==> src/hw/rtl/tfb_pkg.sv <==
// Package for the telemetry frame builder: constants and the burst type.
`timescale 1ns / 1ps

package tfb_pkg;

    localparam int unsigned MAX_PAYLOAD  = 28;
    localparam logic [7:0]  FRAME_HEADER = 8'h88;
    // Bytes still to come in a frame, up to MAX_PAYLOAD.
    localparam int unsigned LEFT_W       = $clog2(MAX_PAYLOAD + 1);
    // Most bytes one input word can produce.
    localparam int unsigned BURST_MAX    = 5;
    localparam int unsigned CNT_W        = $clog2(BURST_MAX + 1);

    typedef logic [7:0] byte_t;

    typedef struct packed {
        byte_t [BURST_MAX-1:0] bytes;     // bytes[0] goes out first
        logic  [CNT_W-1:0]     count;     // number of valid bytes
        logic                  last_end;  // last byte of the burst is the checksum
    } burst_t;

endpackage

==> src/hw/rtl/tfb_if.sv <==
// Handshake channels of the telemetry frame builder: input words and frame bytes.
`timescale 1ns / 1ps

interface tfb_item_if;
    logic       valid;
    logic       ready;
    logic       frame_start;
    logic [7:0] function_code;
    logic [7:0] payload_length;
    logic [7:0] data_byte;

    modport source (output valid, frame_start, function_code, payload_length, data_byte,
                    input ready);
    modport sink   (input valid, frame_start, function_code, payload_length, data_byte,
                    output ready);
endinterface

interface tfb_byte_if;
    logic       valid;
    logic       ready;
    logic [7:0] out_byte;
    logic       frame_end;

    modport source (output valid, out_byte, frame_end, input ready);
    modport sink   (input valid, out_byte, frame_end, output ready);
endinterface

==> src/hw/rtl/telemetry_frame_builder.sv <==
// Top level of the telemetry frame builder.
`timescale 1ns / 1ps
//
// Usage
//   item  : input words (frame_start, function_code, payload_length, data_byte).
//           A start word opens a frame; later data words each add one payload byte.
//   frame : output words, one frame byte each (out_byte, frame_end). frame_end
//           marks the checksum byte, the last of the frame.
// Order: the first byte produced by a word is offered in the cycle after the
//   word is accepted; the rest follow one per cycle while frame.ready is high.
// Burst: a word producing n bytes holds the burst register until all n are taken
//   (n from 0 to 5: five for a one-byte frame, four for a start, one or two
//   for a data word). A word producing nothing leaves the register free. The next word
//   is accepted in the cycle the last byte of the current burst is taken.
// Oversized lengths (above MAX_PAYLOAD) and data words while idle produce no
//   bytes. A start word during an open frame drops that frame unterminated.
// Reset: clears the frame state and empties the burst register; item.ready is
//   high straight after reset.
// Stall: while frame.ready is low the offered byte holds and item.ready stays
//   low once the burst register is occupied.

module telemetry_frame_builder (
    input  logic       clk,
    input  logic       rst_n,
    tfb_item_if.sink   item,
    tfb_byte_if.source frame
);
    import tfb_pkg::*;

    burst_t burst;
    logic   can_load;
    logic   accept;

    assign item.ready = can_load;
    assign accept     = item.valid && can_load;

    // state update and burst build for one word
    tfb_framer u_framer (
        .clk            (clk),
        .rst_n          (rst_n),
        .accept         (accept),
        .frame_start    (item.frame_start),
        .function_code  (item.function_code),
        .payload_length (item.payload_length),
        .data_byte      (item.data_byte),
        .burst          (burst)
    );

    // burst register, one byte per cycle to the output while frame.ready is high
    tfb_serializer u_serializer (
        .clk      (clk),
        .rst_n    (rst_n),
        .load     (accept),
        .burst    (burst),
        .can_load (can_load),
        .frame    (frame)
    );

endmodule

==> src/hw/rtl/tfb_framer.sv <==
// Frame state and the burst of bytes produced by one input word.
`timescale 1ns / 1ps

module tfb_framer (
    input  logic           clk,
    input  logic           rst_n,
    input  logic           accept,
    input  logic           frame_start,
    input  logic [7:0]     function_code,
    input  logic [7:0]     payload_length,
    input  logic [7:0]     data_byte,
    output tfb_pkg::burst_t burst
);
    import tfb_pkg::*;

    logic              in_frame_reg,    in_frame_next;
    logic [LEFT_W-1:0] bytes_left_reg,  bytes_left_next;
    byte_t             running_sum_reg, running_sum_next;

    byte_t             hdr_sum;
    byte_t             first_sum;
    byte_t             data_sum;
    logic [LEFT_W-1:0] left_dec;

    always_comb
    begin
        hdr_sum   = FRAME_HEADER + function_code + payload_length;
        first_sum = hdr_sum + data_byte;
        data_sum  = running_sum_reg + data_byte;
        left_dec  = bytes_left_reg - LEFT_W'(1);

        burst            = '0;
        in_frame_next    = in_frame_reg;
        bytes_left_next  = bytes_left_reg;
        running_sum_next = running_sum_reg;

        if (frame_start)
        begin
            // any open frame is dropped without a checksum
            in_frame_next    = 1'b0;
            bytes_left_next  = '0;
            running_sum_next = '0;
            if (payload_length <= 8'(MAX_PAYLOAD))
            begin
                burst.bytes[0] = FRAME_HEADER;
                burst.bytes[1] = function_code;
                burst.bytes[2] = payload_length;
                if (payload_length == 8'd0)
                begin
                    burst.bytes[3] = hdr_sum;
                    burst.count    = CNT_W'(4);
                    burst.last_end = 1'b1;
                end
                else if (payload_length == 8'd1)
                begin
                    burst.bytes[3] = data_byte;
                    burst.bytes[4] = first_sum;
                    burst.count    = CNT_W'(5);
                    burst.last_end = 1'b1;
                end
                else
                begin
                    burst.bytes[3]   = data_byte;
                    burst.count      = CNT_W'(4);
                    in_frame_next    = 1'b1;
                    bytes_left_next  = LEFT_W'(payload_length - 8'd1);
                    running_sum_next = first_sum;
                end
            end
        end
        else if (in_frame_reg && (bytes_left_reg != '0))
        begin
            burst.bytes[0] = data_byte;
            if (left_dec == '0)
            begin
                burst.bytes[1]   = data_sum;
                burst.count      = CNT_W'(2);
                burst.last_end   = 1'b1;
                in_frame_next    = 1'b0;
                bytes_left_next  = '0;
                running_sum_next = '0;
            end
            else
            begin
                burst.count      = CNT_W'(1);
                bytes_left_next  = left_dec;
                running_sum_next = data_sum;
            end
        end
    end

    always_ff @(posedge clk or negedge rst_n)
    begin
        if (!rst_n)
        begin
            in_frame_reg    <= 1'b0;
            bytes_left_reg  <= '0;
            running_sum_reg <= '0;
        end
        else if (accept)
        begin
            in_frame_reg    <= in_frame_next;
            bytes_left_reg  <= bytes_left_next;
            running_sum_reg <= running_sum_next;
        end
    end

endmodule

==> src/hw/rtl/tfb_serializer.sv <==
// Burst register and byte-at-a-time output of the telemetry frame builder.
`timescale 1ns / 1ps

module tfb_serializer (
    input  logic            clk,
    input  logic            rst_n,
    input  logic            load,
    input  tfb_pkg::burst_t burst,
    output logic            can_load,
    tfb_byte_if.source      frame
);
    import tfb_pkg::*;

    byte_t [BURST_MAX-1:0] bytes_reg;
    logic  [CNT_W-1:0]     count_reg;
    logic  [CNT_W-1:0]     idx_reg, idx_next;
    logic                  end_reg;
    logic                  take;
    logic                  on_last;
    logic  [2:0]           sel;

    assign on_last  = (idx_reg == count_reg - CNT_W'(1));
    assign take     = frame.valid && frame.ready;
    assign can_load = (idx_reg == count_reg) || (take && on_last);
    assign sel      = 3'(idx_reg);

    assign frame.valid     = (idx_reg != count_reg);
    assign frame.out_byte  = bytes_reg[sel];
    assign frame.frame_end = frame.valid && end_reg && on_last;

    always_comb
    begin
        idx_next = idx_reg;
        if (take)
        begin
            idx_next = idx_reg + CNT_W'(1);
        end
    end

    always_ff @(posedge clk or negedge rst_n)
    begin
        if (!rst_n)
        begin
            count_reg <= '0;
            idx_reg   <= '0;
            end_reg   <= 1'b0;
        end
        else if (load)
        begin
            count_reg <= burst.count;
            idx_reg   <= '0;
            end_reg   <= burst.last_end;
        end
        else
        begin
            idx_reg <= idx_next;
        end
    end

    always_ff @(posedge clk)
    begin
        if (load)
        begin
            bytes_reg <= burst.bytes;
        end
    end

    // never load over a burst that still has bytes to send
    a_no_overwrite: assert property (@(posedge clk) disable iff (!rst_n)
        load |-> (idx_reg == count_reg) || (take && on_last))
        else $error("burst loaded over unsent bytes");

    // index never runs past the burst
    a_idx_bound: assert property (@(posedge clk) disable iff (!rst_n)
        (idx_reg <= count_reg) && (count_reg <= CNT_W'(BURST_MAX)))
        else $error("burst index out of range");

    // a checksum word ends the frame, so the next word goes out only after a reload
    a_end_then_idle: assert property (@(posedge clk) disable iff (!rst_n)
        (frame.frame_end && frame.ready && !load) |=> !frame.valid)
        else $error("word sent after frame end without reload");

    // a stalled word does not advance the index
    a_stall_hold: assert property (@(posedge clk) disable iff (!rst_n)
        (frame.valid && !frame.ready && !load) |=> $stable(idx_reg))
        else $error("index moved while stalled");

endmodule

==> src/flat_wrapper.sv <==
// flat-port wrapper written by rule: the top's interface ports become plain ports
module telemetry_frame_builder_flat import tfb_pkg::*;
  (clk, rst_n, item_valid, item_frame_start, item_function_code, item_payload_length, item_data_byte, item_ready, frame_valid, frame_out_byte, frame_frame_end, frame_ready);
  tfb_item_if item_i ();
  tfb_byte_if frame_i ();
  input  logic clk;
  input  logic rst_n;
  input wire logic [$bits(item_i.valid)-1:0] item_valid;
  input wire logic [$bits(item_i.frame_start)-1:0] item_frame_start;
  input wire logic [$bits(item_i.function_code)-1:0] item_function_code;
  input wire logic [$bits(item_i.payload_length)-1:0] item_payload_length;
  input wire logic [$bits(item_i.data_byte)-1:0] item_data_byte;
  output wire logic [$bits(item_i.ready)-1:0] item_ready;
  output wire logic [$bits(frame_i.valid)-1:0] frame_valid;
  output wire logic [$bits(frame_i.out_byte)-1:0] frame_out_byte;
  output wire logic [$bits(frame_i.frame_end)-1:0] frame_frame_end;
  input wire logic [$bits(frame_i.ready)-1:0] frame_ready;
  assign item_i.valid = item_valid;
  assign item_i.frame_start = item_frame_start;
  assign item_i.function_code = item_function_code;
  assign item_i.payload_length = item_payload_length;
  assign item_i.data_byte = item_data_byte;
  assign item_ready = item_i.ready;
  assign frame_valid = frame_i.valid;
  assign frame_out_byte = frame_i.out_byte;
  assign frame_frame_end = frame_i.frame_end;
  assign frame_i.ready = frame_ready;
  telemetry_frame_builder u_core (.clk(clk), .rst_n(rst_n), .item(item_i), .frame(frame_i));
endmodule
==> config.mk <==
export PLATFORM = sky130hd
export DESIGN_NAME = telemetry_frame_builder_flat
export DESIGN_NICKNAME = d
export VERILOG_FILES = /design/src/hw/rtl/tfb_pkg.sv /design/src/hw/rtl/tfb_if.sv /design/src/hw/rtl/telemetry_frame_builder.sv /design/src/hw/rtl/tfb_framer.sv /design/src/hw/rtl/tfb_serializer.sv /design/src/flat_wrapper.sv
export SDC_FILE = /design/constraint.sdc
export NUM_CORES = 1
export LEC_CHECK = 0
export BUFFER_PORTS_ARGS = -buffer_cell sky130_fd_sc_hd__buf_2
export CORE_ASPECT_RATIO = 1.75
export CORE_MARGIN = 3
export CORE_UTILIZATION = 55
export CTS_CLUSTER_DIAMETER = 200
export DETAILED_ROUTE_END_ITERATION = 16
export PLACE_DENSITY = 0.83
export SYNTH_ARGS = -nofsm -noshare
export SYNTH_HDL_FRONTEND = slang
export SYNTH_HIERARCHICAL = 1
export SYNTH_SLANG_ARGS = --single-unit
export TNS_END_PERCENT = 1
==> constraint.sdc <==
create_clock -name clk -period 4.44 [get_ports clk]
set_clock_uncertainty 0.2 [all_clocks]
set_input_delay 0.666 -clock clk [delete_from_list [all_inputs] [get_ports clk]]
set_output_delay 0.666 -clock clk [all_outputs]
set_load 0.01 [all_outputs]
==> impl_metrics.json <==
{
  "synth-seq-cells": 61,
  "synth-edff-count": 40,
  "grt_pass1_wl_um": 16600,
  "cts_setup_buffers": 0,
  "io_buffer_count": 39,
  "synthFlopType": "edfxtp_1",
  "min_period_ns": 3.50,
  "synth-seq-area-share_pct": 41.5,
  "rows": 41,
  "p_leak_nw": 2.04,
  "coreArea_um2": 7280,
  "worstPathArrival_ns": 3.57,
  "viasPerCell": 6.01,
  "fp.dieH_um": 121,
  "outcome": "finished clean",
  "num_vias": 3240,
  "rsz0062_at_grt": "false",
  "setup_viol": 0,
  "cp-start-kind": "flip-flop",
  "synth.top_cell.area_share_pct": 28.9,
  "reg2reg_slack_ns": 0.94,
  "synth.distinct_cells": 59,
  "hold_viol": 0,
  "grt_use_total_pct": 25.3,
  "die_w_um": 71.7,
  "antenna_found_initial": 0,
  "fin_crit_sh_pct": 78.8,
  "synth_area_leaders": "edfxtp_1, dfrtp_1, ha_1",
  "p_per_area_nw_per_um2": 633,
  "netlist_area_um2": 4160,
  "crit_path_end_kind": "flip-flop",
  "grt_pass1_vias": 3443,
  "yosys.area.top_type": "edfxtp_1",
  "r2r_cells": 9,
  "fin_nets": 515,
  "yosys-top-cells-count": "edfxtp_1, nand2_1, ha_1, nor2_1, o21ai_0",
  "drt_pass1_iterations": 6,
  "clock_sinks": 61,
  "largest_reg_flops": 40,
  "fin_ws_ns": 0.940,
  "nFillCells": 583,
  "worst_pin_slew_ns": 0.941,
  "design.die.area_um2": 8680,
  "synthCells": 409,
  "clk_latency_ns": 0.33,
  "ant_nets": 0,
  "cp_max_fo": 27,
  "hold_class": "in -> async",
  "cts_resized": 0,
  "critical_path_class": "reg -> reg",
  "async_flop_share_pct": 34.4,
  "wirelength_um": 10200,
  "clock_path_buffers": 2,
  "cts_tree": "done",
  "peakVddDrop_v": 0.000270,
  "yosysWarnings": 6,
  "yosysMostFrequentCell": "edfxtp_1",
  "cts_buffers": 9,
  "place_inst": 523,
  "max-cap-violations": 0,
  "pin_count": 40,
  "diodes": 0,
  "htreeDepth": 3,
  "max_freq_mhz": 286,
  "layout.cells.non_filler": 539,
  "slew_headroom_pct": 37.2,
  "setup_tns_ns": 0,
  "clkTransAtPathRegs_ns": 0.05,
  "seqCellArea_um2": 1730,
  "worst_ep_required_time_ns": 4.51,
  "gp_congestion": 0.940,
  "multi_input_area_um2": 2250,
  "avgRoutedWirePerCell_um": 18.9,
  "post-dp-hpwl_um": 7830,
  "drtIter0Drc": 191,
  "syn_avg_cell_area_um2": 10.2,
  "holdBufCountCts": 0,
  "drive_gt1_share_pct": 15.7,
  "cts-root-buf": "clkbuf_16",
  "grt_overflow": 0,
  "synthToLayoutAreaGrowth_pct": 12.3,
  "initial_core_util_pct": 57.1,
  "slew_viol_final": 0,
  "post-place-ws_ns": 0.803,
  "grt_max_degree": 28,
  "drc": 0
}
==> worst max-delay path, cell delays in order, from the launching register on <==
cell and delay (ns):
dfrtp_1 0.82, xor2_2 0.25, or3_1 0.43, o21ai_0 0.10
and2_2 0.62, o21ai_2 0.10, buf_4 0.24, or4_1 0.41
a21oi_1 0.13, a221o_1 0.12
==> routing by layer <==
layer,global-route usage (%),part of all wire (%),wire length [um],vias to the layer above
met2,45.6,55,5560,114
met5,0,0,0,-
met1,26.1,36,3610,1527
li1,-,-,-,1566
met3,4.06,4.4,446,33
met4,17.1,5.4,544,0
==> per-stage QoR <==
stage / utilization [%] / area, um^2 / total power [mW] / hold slack (ns)
2_1_floorplan: - / 4170 / 1.98 / 0.170
3_3_place_gp: 60.5 / 4410 / 2.26 / 0.268
3_5_place_dp: 60.5 / 4410 / 2.34 / 0.283
4_1_cts: 64.1 / 4670 / 2.98 / 0.134
5_1_grt: 64.1 / 4670 / 3.16 / 0.159
6_report: 64.1 / 4670 / 2.96 / 0.126
==> kinds of logic after synthesis <==
kind of cell    after synthesis  synth area share [%]
simple gates                116                  13.6
compound gates              105                  17.3
flops                        61                  41.5
buf+inv                      43                  4.57
fa+ha+maj                    38                  12.0
xor+xnor                     27                  6.59
mux                          18                  4.39
other cells                   1                0.0902
==> cells in the final DEF (no fill, tap or decap), types with 3 or more instances in the layout <==
master,count
a22o_1,5
o21ai_0,24
and3_1,3
nor2b_1,7
nand2_1,39
nand2b_1,8
xor2_1,8
mux2i_1,16
inv_1,23
clkinv_2,4
a2bb2oi_1,8
o21bai_1,3
ha_1,35
nor2_1,28
dfrtp_1,21
buf_4,5
nor3_1,6
conb_1,3
o21a_1,5
o22ai_1,8
a21o_1,5
buf_2,39
fa_1,3
and2_1,8
or4_1,3
edfxtp_1,40
xnor2_1,16
nand3_1,4
clkbuf_16,9
a21oi_1,22
==> power breakdown <==
part	leakage, nW	switching (mW)	internal (mW)
logic	1.27	0.775	0.583
clock network	0.129	0.244	0.373
registers	0.642	0.123	0.858
total	2.04	1.14	1.81
==> final cells by class <==
cell class	instances	share of cell area (%)
clock buffers	11	4.98
clock inverters	5	0.589
inverters	25	2.01
multi-input cells	307	48.2
flip-flops and latches	61	37.0
well taps	86	2.30
repair buffers	44	4.98
==> path summary, 6_finish.rpt <==
| path | end | from |
|---|---|---|
| worst max-delay path | u_core/u_framer/bytes_left_reg[4]$_DFFE_PN0P_ | u_core/u_serializer/idx_reg[2]$_DFFE_PN0P_ |
| worst min-delay path | u_core/u_serializer/idx_reg[2]$_DFFE_PN0P_ | rst_n |
| worst max register to register | u_core/u_framer/bytes_left_reg[4]$_DFFE_PN0P_ | u_core/u_serializer/idx_reg[2]$_DFFE_PN0P_ |
| worst min register to register | u_core/u_framer/running_sum_reg[0]$_DFFE_PN0P_ | u_core/u_framer/running_sum_reg[0]$_DFFE_PN0P_ |
| max in group asynchronous | u_core/u_framer/running_sum_reg[0]$_DFFE_PN0P_ | rst_n |
| min in group clk | u_core/u_framer/running_sum_reg[0]$_DFFE_PN0P_ | u_core/u_framer/running_sum_reg[0]$_DFFE_PN0P_ |
(Power assumes the default switching activity.)
